### src/design/bsba_pkg.sv
`timescale 1ns / 1ps
// ----------------------------------------------------------------------------
// bsba_pkg
// Shared types, codes and constants for the batched scatter bitwise atomic
// block.
// ----------------------------------------------------------------------------
package bsba_pkg;

    localparam int MEM_DEPTH_DEF  = 4096;
    localparam int FAST_DEPTH_DEF = 1024;

    localparam int WORD_W      = 64;
    localparam int HALF_W      = 32;
    localparam int OFFSET_W    = 16;
    localparam int FAST_SIZE_W = 11;
    localparam int CFG_DATA_W  = 11;
    localparam int CFG_IDX_W   = 2;
    localparam int EPOCH_W     = 8;

    localparam logic [1:0] OPC_ATOMIC = 2'd0;
    localparam logic [1:0] OPC_WRITE  = 2'd1;
    localparam logic [1:0] OPC_READ   = 2'd2;

    localparam logic [1:0] AOP_OR  = 2'd0;
    localparam logic [1:0] AOP_AND = 2'd1;
    localparam logic [1:0] AOP_XOR = 2'd2;

    localparam logic [1:0] STS_FAST   = 2'd0;
    localparam logic [1:0] STS_DIRECT = 2'd1;
    localparam logic [1:0] STS_MASKED = 2'd2;
    localparam logic [1:0] STS_RANGE  = 2'd3;

    localparam logic [CFG_IDX_W-1:0] CFG_ATOMIC_OP  = 2'd0;
    localparam logic [CFG_IDX_W-1:0] CFG_FAST_SIZE  = 2'd1;
    localparam logic [CFG_IDX_W-1:0] CFG_WIDE_WORDS = 2'd2;

    localparam logic [1:0]             ATOMIC_OP_RST  = AOP_OR;
    localparam logic [FAST_SIZE_W-1:0] FAST_SIZE_RST  = 11'd1024;
    localparam logic                   WIDE_WORDS_RST = 1'b1;

    typedef enum logic [1:0] {
        ST_CLEAR,
        ST_IDLE,
        ST_EXEC
    } bsba_state_t;

    typedef struct packed {
        logic load;
        logic exec;
        logic clear;
    } bsba_cmd_t;

    typedef struct packed {
        logic clr_done;
        logic out_free;
        logic eob;
        logic epoch_last;
    } bsba_sts_t;

endpackage

### src/design/bsba_ctrl.sv
`timescale 1ns / 1ps
// ----------------------------------------------------------------------------
// bsba_ctrl
// Controller: tag clear sweep, transaction accept and execute sequencing.
// ----------------------------------------------------------------------------
module bsba_ctrl
    import bsba_pkg::*;
(
    input  logic      aclk,
    input  logic      aresetn,
    input  logic      s_valid,
    output logic      s_ready,
    input  bsba_sts_t sts,
    output bsba_cmd_t cmd
);

    bsba_state_t state_reg;
    bsba_state_t state_next;

    always_ff @(posedge aclk) begin
        if (!aresetn) begin
            state_reg <= ST_CLEAR;
        end else begin
            state_reg <= state_next;
        end
    end

    always_comb begin
        state_next = state_reg;
        case (state_reg)
            ST_CLEAR: begin
                if (sts.clr_done) begin
                    state_next = ST_IDLE;
                end
            end
            ST_IDLE: begin
                if (s_valid) begin
                    state_next = ST_EXEC;
                end
            end
            ST_EXEC: begin
                if (sts.out_free) begin
                    state_next = (sts.eob && sts.epoch_last) ? ST_CLEAR : ST_IDLE;
                end
            end
            default: begin
                state_next = ST_CLEAR;
            end
        endcase
    end

    always_comb begin
        s_ready   = 1'b0;
        cmd.load  = 1'b0;
        cmd.exec  = 1'b0;
        cmd.clear = 1'b0;
        case (state_reg)
            ST_CLEAR: begin
                cmd.clear = 1'b1;
            end
            ST_IDLE: begin
                s_ready  = 1'b1;
                cmd.load = s_valid;
            end
            ST_EXEC: begin
                cmd.exec = sts.out_free;
            end
            default: begin
                cmd.clear = 1'b0;
            end
        endcase
    end

    a_no_accept_in_clear: assert property (@(posedge aclk) disable iff (!aresetn)
        cmd.clear |-> !cmd.load && !cmd.exec)
        else $error("accept or execute during tag clear");

    a_exec_follows_load: assert property (@(posedge aclk) disable iff (!aresetn)
        cmd.exec |-> $past(cmd.load) || $past(state_reg == ST_EXEC))
        else $error("execute without a loaded transaction");

    a_wrap_enters_clear: assert property (@(posedge aclk) disable iff (!aresetn)
        cmd.exec && sts.eob && sts.epoch_last |=> cmd.clear)
        else $error("epoch wrap did not start a clear sweep");

endmodule

### config.mk
export PLATFORM = sky130hd
export DESIGN_NAME = bsba_ctrl
export DESIGN_NICKNAME = d
export VERILOG_FILES = /design/src/design/bsba_pkg.sv /design/src/design/bsba_ctrl.sv
export SDC_FILE = /design/constraint.sdc
export NUM_CORES = 1
export LEC_CHECK = 0
export ABC_AREA = 1
export BUFFER_PORTS_ARGS = -buffer_cell sky130_fd_sc_hd__buf_2
export CAP_MARGIN = 25
export CORE_AREA = 5 5 42 44
export DETAILED_ROUTE_END_ITERATION = 8
export DIE_AREA = 0 0 47 49
export GPL_TIMING_DRIVEN = 1
export HOLD_SLACK_MARGIN = 0.06
export MAX_ROUTING_LAYER = met4
export PLACE_DENSITY = 0.32
export SYNTH_ARGS = -nofsm -noshare
export SYNTH_HDL_FRONTEND = slang
export SYNTH_SLANG_ARGS = --single-unit
### constraint.sdc
create_clock -name aclk -period 2.9 [get_ports aclk]
set_clock_uncertainty 0.15 [all_clocks]
set_input_delay 0.58 -clock aclk [delete_from_list [all_inputs] [get_ports aclk]]
set_output_delay 0.58 -clock aclk [all_outputs]
set_load 0.02 [all_outputs]
; ---- Word-level counts from Yosys, hierarchy flattened
; Index checks and enable logic that the tools add are counted.
[totals]
regBits = 2
[classes]
n_eq_ne = 5
mux = 9
n_reduce_logical = 3
[ops]
columns = operator, count
row1 = 2-bit two-way mux, 3
row2 = 2-bit inequality test (second input constant), 3
row3 = 2-bit one-hot mux with 3 select lines, 1
row4 = 1-bit two-way mux, 5
row5 = 3-bit AND reduction, 1
row6 = 2-bit by 1-bit equality test with 1-bit output (second input constant), 1
row7 = 2-bit equality test (second input constant), 1
row8 = 2-bit logical NOT, 1
row9 = 1-bit logical AND, 1

; ---- Logic depth before layout (Yosys ltp)
; Gate-level depths: netlist (run 1).
[depth]
ltp_word = 4
mapped_depth = 6

; ---- Worst setup path before layout (run 1)
; No wires, ideal clock.
[synth_timing]
kind = input to output
startpoint = in sts[2] (netlist name)
endpoint = out cmd[1] (netlist name)
arrival_time_ps = 1067
required_time_ps = 2170
path_slack_ps = 1103
stages = 2
cell_sequence = inv_1 nor3_1
[synth_rtl]
columns = item, line_no
row1 = from (decl), bsba_ctrl.sv:13  ; input bsba_sts_t sts,
row2 = to (decl), bsba_ctrl.sv:14  ; output bsba_cmd_t cmd

==> load_flow_metrics.sql, run 1 <==
INSERT INTO impl_metrics (metric_group, metric, value, unit) VALUES
('outcome', 'run_status', 'complete, no violations', ''),
('logic_synthesis', 'count_of_different_cell_masters_after_synthesis', '8', ''),
('timing', 'timing.final.max_slew_violations', '0', ''),
('worst_setup_path', 'startpoint_type', 'flop', ''),
('power', 'vdd.ir_drop.worst', '0.000133', 'V'),
('timing', 'relSlewSlack', '90.7', '%'),
('global_route', 'gr-usage-all-layers', '4.32', '%'),
('clocking', 'clk_latency', '0.22', 'ns'),
('clocking', 'cts.reportedPaths.clkPinSlew', '0.03', 'ns'),
('logic_synthesis', 'synth_cells', '22', ''),
('timing', 'slack_of_the_critical_path', '1.14', 'ns'),
('logic_synthesis', 'post_synthesis_sequential_area_ratio', '31.7', '%'),
('finish', 'syn_to_final_growth', '73.3', '%'),
('clocking', 'clock-sinks', '2', ''),
('detailed_routing', 'average_wire_per_cell_in_the_routed_design', '7.45', 'um'),
('timing', 'post-route-period-util', '60.6', '%'),
('placement', 'place_hpwl', '325', 'um'),
('timing', 'worst_slew_pin_slew', '0.139', 'ns'),
('logic_synthesis', 'syn_avg_cell_area', '5.74', 'um^2'),
('clocking', 'cts_setup_buffers', '0', ''),
('detailed_routing', 'postRouteWirelength', '380', 'um'),
('detailed_routing', 'first_iter_violations', '1', ''),
('die', 'die-area', '2300', 'um^2'),
('clocking', 'ctsLongestPathBuffers', '2', ''),
('global_route', 'maximum_number_of_pins_on_one_net_before_global_route_repair', '5', ''),
('detailed_routing', 'dr_total_vias', '173', ''),
('clocking', 'cts_resized', '0', ''),
('global_route', 'grt_first_pass_wirelength', '641', 'um'),
('die', 'floorplan.die.height', '49', 'um'),
('timing', 'clock.fmax', '569', 'MHz'),
('detailed_routing', 'dr.pass1.iters', '4', ''),
('power', 'static-leakage-power', '0.141', 'nW'),
('run', 'maxCapViolations', '0', ''),
('finish', 'multi_input_gate_area_in_the_final_layout', '60.1', 'um^2'),
('die', 'io_pins', '11', ''),
('finish', 'post_route_cells_drive_above_1_share', '37.1', '%'),
('global_route', 'globalRoute.totalOverflow', '0', ''),
('power', 'total_power', '0.125', 'mW'),
('timing', 'count_of_final_hold_check_violations', '0', ''),
('placement', 'io_buffer_count', '10', ''),
('finish', 'largest_register_ff_count', '2', ''),
('detailed_routing', 'post_route_antenna_net_violation_count', '0', ''),
('logic_synthesis', 'ys.warnings.count', '0', ''),
('clocking', 'tritoncts_buffers', '3', ''),
('worst_hold_path', 'worst_hold_path_type', 'input port to flop', ''),
('global_route', 'grt_pass1_vias', '176', ''),
('logic_synthesis', 'mappedNetlistNets', '29', ''),
('die', 'chipWidth', '47', 'um'),
('logic_synthesis', 'syn_area', '126', 'um^2'),
('clocking', 'clock-root-buffer', 'sky130_fd_sc_hd__clkbuf_4', ''),
('timing', 'setup_viol', '0', ''),
('finish', 'ff_latch_area', '40.0', 'um^2'),
('finish', 'fin_nets', '44', ''),
('global_route', 'antenna_found_initial', '0', ''),
('worst_setup_path', 'cp_max_fo', '4', ''),
('finish', 'antennaDiodeCount', '0', ''),
('clocking', 'hold_fix_buffers_at_cts', '0', ''),
('timing', 'period_needed', '1.76', 'ns'),
('clocking', 'tritoncts', 'built', ''),
('power', 'power.density_cell_area', '569', 'nW/um^2'),
('finish', 'utilization', '15.6', '%'),
('placement', 'pre_cts_ws', '1.15', 'ns'),
('finish', 'filler_cell_count', '181', ''),
('timing', 'setup_tns', '0', 'ns'),
('worst_setup_path', 'criticalPathCategory', 'flop to output pin', ''),
('die', 'floorplan.initialDensity', '9.02', '%'),
('placement', 'placed_cells_incl_taps', '48', ''),
('timing', 'rsz0062_at_grt', 'false', ''),
('detailed_routing', 'drc_errors', '0', ''),
('die', 'row_count', '14', ''),
('detailed_routing', 'via_per_inst', '3.39', ''),
('worst_setup_path', 'critPathCaptureType', 'output pin', ''),
('finish', 'instances_no_fill', '51', ''),
('worst_setup_path', 'crit_required', '2.17', 'ns'),
('die', 'design.core.area', '1400', 'um^2'),
('placement', 'place.gp.congestion', '0.632', ''),
('worst_setup_path', 'arrival', '1.03', 'ns'),
('logic_synthesis', 'synth_seq_cells', '2', ''),
('clocking', 'htree_num_levels', '1', '');
[where the power goes]
group / switching, mW / internal (mW) / total, mW / leakage, nW
clock network: 0.0144 / 0.0455 / 0.0599 / 0.0138
registers: 0.00247 / 0.0305 / 0.0330 / 0.0165
logic: 0.0192 / 0.0124 / 0.0316 / 0.111
total: 0.0361 / 0.0885 / 0.125 / 0.141
[Yosys cell counts, drive strengths merged]
library cell,n,area share (%)
inv,7,21
nand2,6,18
dfxtp,2,32
nand3,2,7.9
nor2,2,5.9
a21boi,1,5.9
nor3,1,4.0
o21bai,1,5.9
[through the flow]
step | hold WS (ns) | instance area (um^2)
finish | 0.408 | 219
global route | 0.425 | 219
CTS | 0.404 | 219
detailed placement | 0.422 | 196
global placement | 0.416 | 196
floorplan | 0.367 | 126
[final timing paths]
path	slack, ns	cells past startpoint	to	from
setup / recovery	1.14	6	cmd[2]	state_reg[1]$_SDFFE_PN0P_
hold / removal	0.41	3	state_reg[0]$_SDFFE_PN0P_	aresetn
setup reg to reg	1.86	6	state_reg[0]$_SDFFE_PN0P_	state_reg[1]$_SDFFE_PN0P_
hold reg to reg	0.42	2	state_reg[1]$_SDFFE_PN0P_	state_reg[1]$_SDFFE_PN0P_
[critical path, cell delays in order, from the launching register on]
cell	delay, ns
sky130_fd_sc_hd__dfxtp_1	0.36
sky130_fd_sc_hd__inv_1	0.07
sky130_fd_sc_hd__nand2_1	0.08
sky130_fd_sc_hd__inv_1	0.05
sky130_fd_sc_hd__nand2_1	0.07
sky130_fd_sc_hd__inv_1	0.04
sky130_fd_sc_hd__buf_2	0.15
[layout make-up]
class	instances	share of cell area (%)
multi-input combinational	13	27.4
tap	16	9.14
sequential	2	18.3
clock buffer	3	10.3
timing repair buffer	10	22.9
inverter	7	12.0
[cell usage in the layout (no fill, tap or decap)]
cell type	count
sky130_fd_sc_hd__nor2_1	2
sky130_fd_sc_hd__o21bai_1	1
sky130_fd_sc_hd__nand3_1	2
sky130_fd_sc_hd__buf_2	10
sky130_fd_sc_hd__dfxtp_1	2
sky130_fd_sc_hd__inv_1	7
sky130_fd_sc_hd__nor3_1	1
sky130_fd_sc_hd__a21boi_0	1
sky130_fd_sc_hd__nand2_1	6
sky130_fd_sc_hd__clkbuf_4	3
[logic make-up (layout without fill, tap and decap cells)]
logic type	count (synthesis)	after routing	synth area share, %
and+or+nand+nor	11	11	35.6
buffers and inverters	7	20	20.8
AOI/OAI and AO/OA	2	2	11.9
DFF	2	2	31.7
[layer usage]
metal / vias up / share of wire [%] / track usage (%)
li1: 91 / - / -
met1: 75 / 30 / 3.06
met2: 5 / 52 / 5.66
met3: 2 / 14 / 4.43
met4: 0 / 2.6 / 4.15
met5: - / 0 / -
No activity file was read; power rests on OpenSTA's default activity.
==> run 2, diff against run 1 <==
==> constraint.sdc (replaced) <==
create_clock -name aclk -period 1.7 [get_ports aclk]
set_clock_uncertainty 0.15 [all_clocks]
set_input_delay 0.34 -clock aclk [delete_from_list [all_inputs] [get_ports aclk]]
set_output_delay 0.34 -clock aclk [all_outputs]
set_load 0.02 [all_outputs]
==> load_flow_metrics.sql, run 2 (same netlist as run 1, synthesis figures left out) <==
INSERT INTO impl_metrics (metric_group, metric, value, unit) VALUES
('timing', 'timing.final.max_slew_violations', '0', ''),
('die', 'die-area', '2300', 'um^2'),
('die', 'floorplan.die.height', '49', 'um'),
('die', 'chipWidth', '47', 'um'),
('detailed_routing', 'drc_errors', '0', ''),
('global_route', 'maximum_number_of_pins_on_one_net_before_global_route_repair', '5', ''),
('placement', 'postPlaceCellArea', '196', 'um^2'),
('power', 'power.density_cell_area', '981', 'nW/um^2'),
('detailed_routing', 'via_per_inst', '3.35', ''),
('worst_setup_path', 'critPathCaptureType', 'output pin', ''),
('power', 'switchingPower', '0.0638', 'mW'),
('placement', 'io_buffer_count', '10', ''),
('timing', 'period_needed', '1.52', 'ns'),
('finish', 'final_common_cell', 'sky130_fd_sc_hd__buf_2', ''),
('clocking', 'ctsLongestPathBuffers', '2', ''),
('clocking', 'cts_resized', '0', ''),
('die', 'design.core.area', '1400', 'um^2'),
('finish', 'antennaDiodeCount', '0', ''),
('die', 'row_count', '14', ''),
('detailed_routing', 'first_iter_violations', '1', ''),
('timing', 'post-route-period-util', '89.5', '%'),
('worst_setup_path', 'startpoint_type', 'flop', ''),
('power', 'switching_share', '29.7', '%'),
('global_route', 'globalRoute.totalOverflow', '0', ''),
('die', 'io_pins', '11', ''),
('power', 'static-leakage-power', '0.141', 'nW'),
('worst_hold_path', 'worst_hold_path_type', 'input port to flop', ''),
('placement', 'place.gp.congestion', '0.604', ''),
('clocking', 'htree_num_levels', '1', ''),
('detailed_routing', 'detail_route.wirelength.met1', '130', 'um'),
('worst_setup_path', 'crit_required', '1.21', 'ns'),
('clocking', 'clock-root-buffer', 'sky130_fd_sc_hd__clkbuf_4', ''),
('clocking', 'tritoncts', 'built', ''),
('finish', 'post_route_cells_drive_above_1_share', '37.1', '%'),
('global_route', 'antenna_found_initial', '0', ''),
('run', 'maxCapViolations', '0', ''),
('detailed_routing', 'dr.max_layer_used', 'met3', ''),
('clocking', 'hold_fix_buffers_at_cts', '0', ''),
('clocking', 'tritoncts_buffers', '3', ''),
('timing', 'setup_tns', '0', 'ns'),
('detailed_routing', 'routed-wl-met3', '53', 'um'),
('timing', 'clock.fmax', '657', 'MHz'),
('die', 'floorplan.initialDensity', '9.02', '%'),
('timing', 'rsz0062_at_grt', 'false', ''),
('power', 'total_power', '0.215', 'mW'),
('finish', 'fin_nets', '44', ''),
('detailed_routing', 'dr.pass1.iters', '3', ''),
('detailed_routing', 'average_wire_per_cell_in_the_routed_design', '7.25', 'um'),
('power', 'seq_power_share', '26.3', '%'),
('power', 'power_frac_clock', '48.4', '%'),
('clocking', 'cts_setup_buffers', '0', ''),
('finish', 'syn_to_final_growth', '73.3', '%'),
('detailed_routing', 'dr_total_vias', '171', ''),
('clocking', 'clk_latency', '0.22', 'ns'),
('placement', 'place_hpwl', '322', 'um'),
('detailed_routing', 'postRouteWirelength', '370', 'um'),
('global_route', 'grt_first_pass_wirelength', '696', 'um'),
('clocking', 'cts.reportedPaths.clkPinSlew', '0.03', 'ns'),
('global_route', 'grt_pass1_vias', '197', ''),
('finish', 'largest_register_ff_count', '2', ''),
('timing', 'relSlewSlack', '89.5', '%'),
('outcome', 'run_status', 'complete, no violations', ''),
('timing', 'setup_viol', '0', ''),
('worst_setup_path', 'cp_max_fo', '4', ''),
('finish', 'layout_common_cells', 'sky130_fd_sc_hd__buf_2 (10), sky130_fd_sc_hd__inv_1 (7), sky130_fd_sc_hd__nand2_1 (6), sky130_fd_sc_hd__clkbuf_4 (3)', ''),
('worst_setup_path', 'criticalPathCategory', 'flop to output pin', ''),
('detailed_routing', 'met2_length', '186', 'um'),
('worst_setup_path', 'arrival', '1.03', 'ns'),
('timing', 'worst_slew_pin_slew', '0.156', 'ns'),
('detailed_routing', 'post_route_antenna_net_violation_count', '0', ''),
('power', 'vdd.ir_drop.worst', '0.000245', 'V'),
('power', 'int_power', '0.151', 'mW'),
('power', 'comb_power_share', '25.3', '%'),
('finish', 'postLayoutCellArea', '219', 'um^2'),
('clocking', 'clock-sinks', '2', ''),
('global_route', 'gr-usage-all-layers', '4.61', '%'),
('timing', 'count_of_final_hold_check_violations', '0', '');
==> run 2: cell counts in the layout (fill, tap and decap cells not counted) <==
Identical to the previous run, type by type.
==> run 2: layer usage <==
layer	track usage, %	up-vias
met5	-	-
met2	5.88	5
met1	4.15	76
met3	4.80	0
met4	2.76	0
li1	-	90
==> run 2: worst paths after layout <==
path / endpoint / cells after the start / startpoint / slack, ns
min: state_reg[0]$_SDFFE_PN0P_ / 3 / aresetn / 0.17
max: cmd[2] / 6 / state_reg[1]$_SDFFE_PN0P_ / 0.18
max reg2reg: state_reg[0]$_SDFFE_PN0P_ / 6 / state_reg[1]$_SDFFE_PN0P_ / 0.66
min reg2reg: state_reg[1]$_SDFFE_PN0P_ / 2 / state_reg[1]$_SDFFE_PN0P_ / 0.41
==> run 2: power groups by stage <==
| stage | clock network [mW] | logic [mW] | registers (mW) |
|---|---|---|---|
| after global routing | 0.117 | 0.0624 | 0.0578 |
| final | 0.104 | 0.0544 | 0.0564 |
| after detailed placement | 0 | 0.0557 | 0.0570 |
| after CTS | 0.111 | 0.0560 | 0.0564 |
| after global placement | 0 | 0.0562 | 0.0571 |
| after floorplan | 0 | 0.0352 | 0.0561 |
==> run 2: metrics by stage <==
stage | hold slack (ns) | setup WS [ns] | std cells | util, %
final | 0.167 | 0.178 | 51 | 15.6
after global routing | 0.194 | 0.0653 | 51 | 15.6
after CTS | 0.164 | 0.158 | 51 | 15.6
after detailed placement | 0.396 | 0.399 | 48 | 14.0
after global placement | 0.395 | 0.389 | 48 | 14.0
after floorplan | 0.288 | 0.322 | 22 | -
==> run 2: critical path, stage by stage, from the launching register on <==
cell	delay [ns]
sky130_fd_sc_hd__dfxtp_1	0.36
sky130_fd_sc_hd__inv_1	0.07
sky130_fd_sc_hd__nand2_1	0.08
sky130_fd_sc_hd__inv_1	0.05
sky130_fd_sc_hd__nand2_1	0.07
sky130_fd_sc_hd__inv_1	0.04
sky130_fd_sc_hd__buf_2	0.15
==> run 2: cell type report <==
type	count	area [um^2]
Multi-Input combinational cell	13	60.1
Clock buffer	3	22.5
Sequential cell	2	40.0
Fill cell	180	1180
Inverter	7	26.3
Tap cell	16	20.0
Timing Repair Buffer	10	50.0
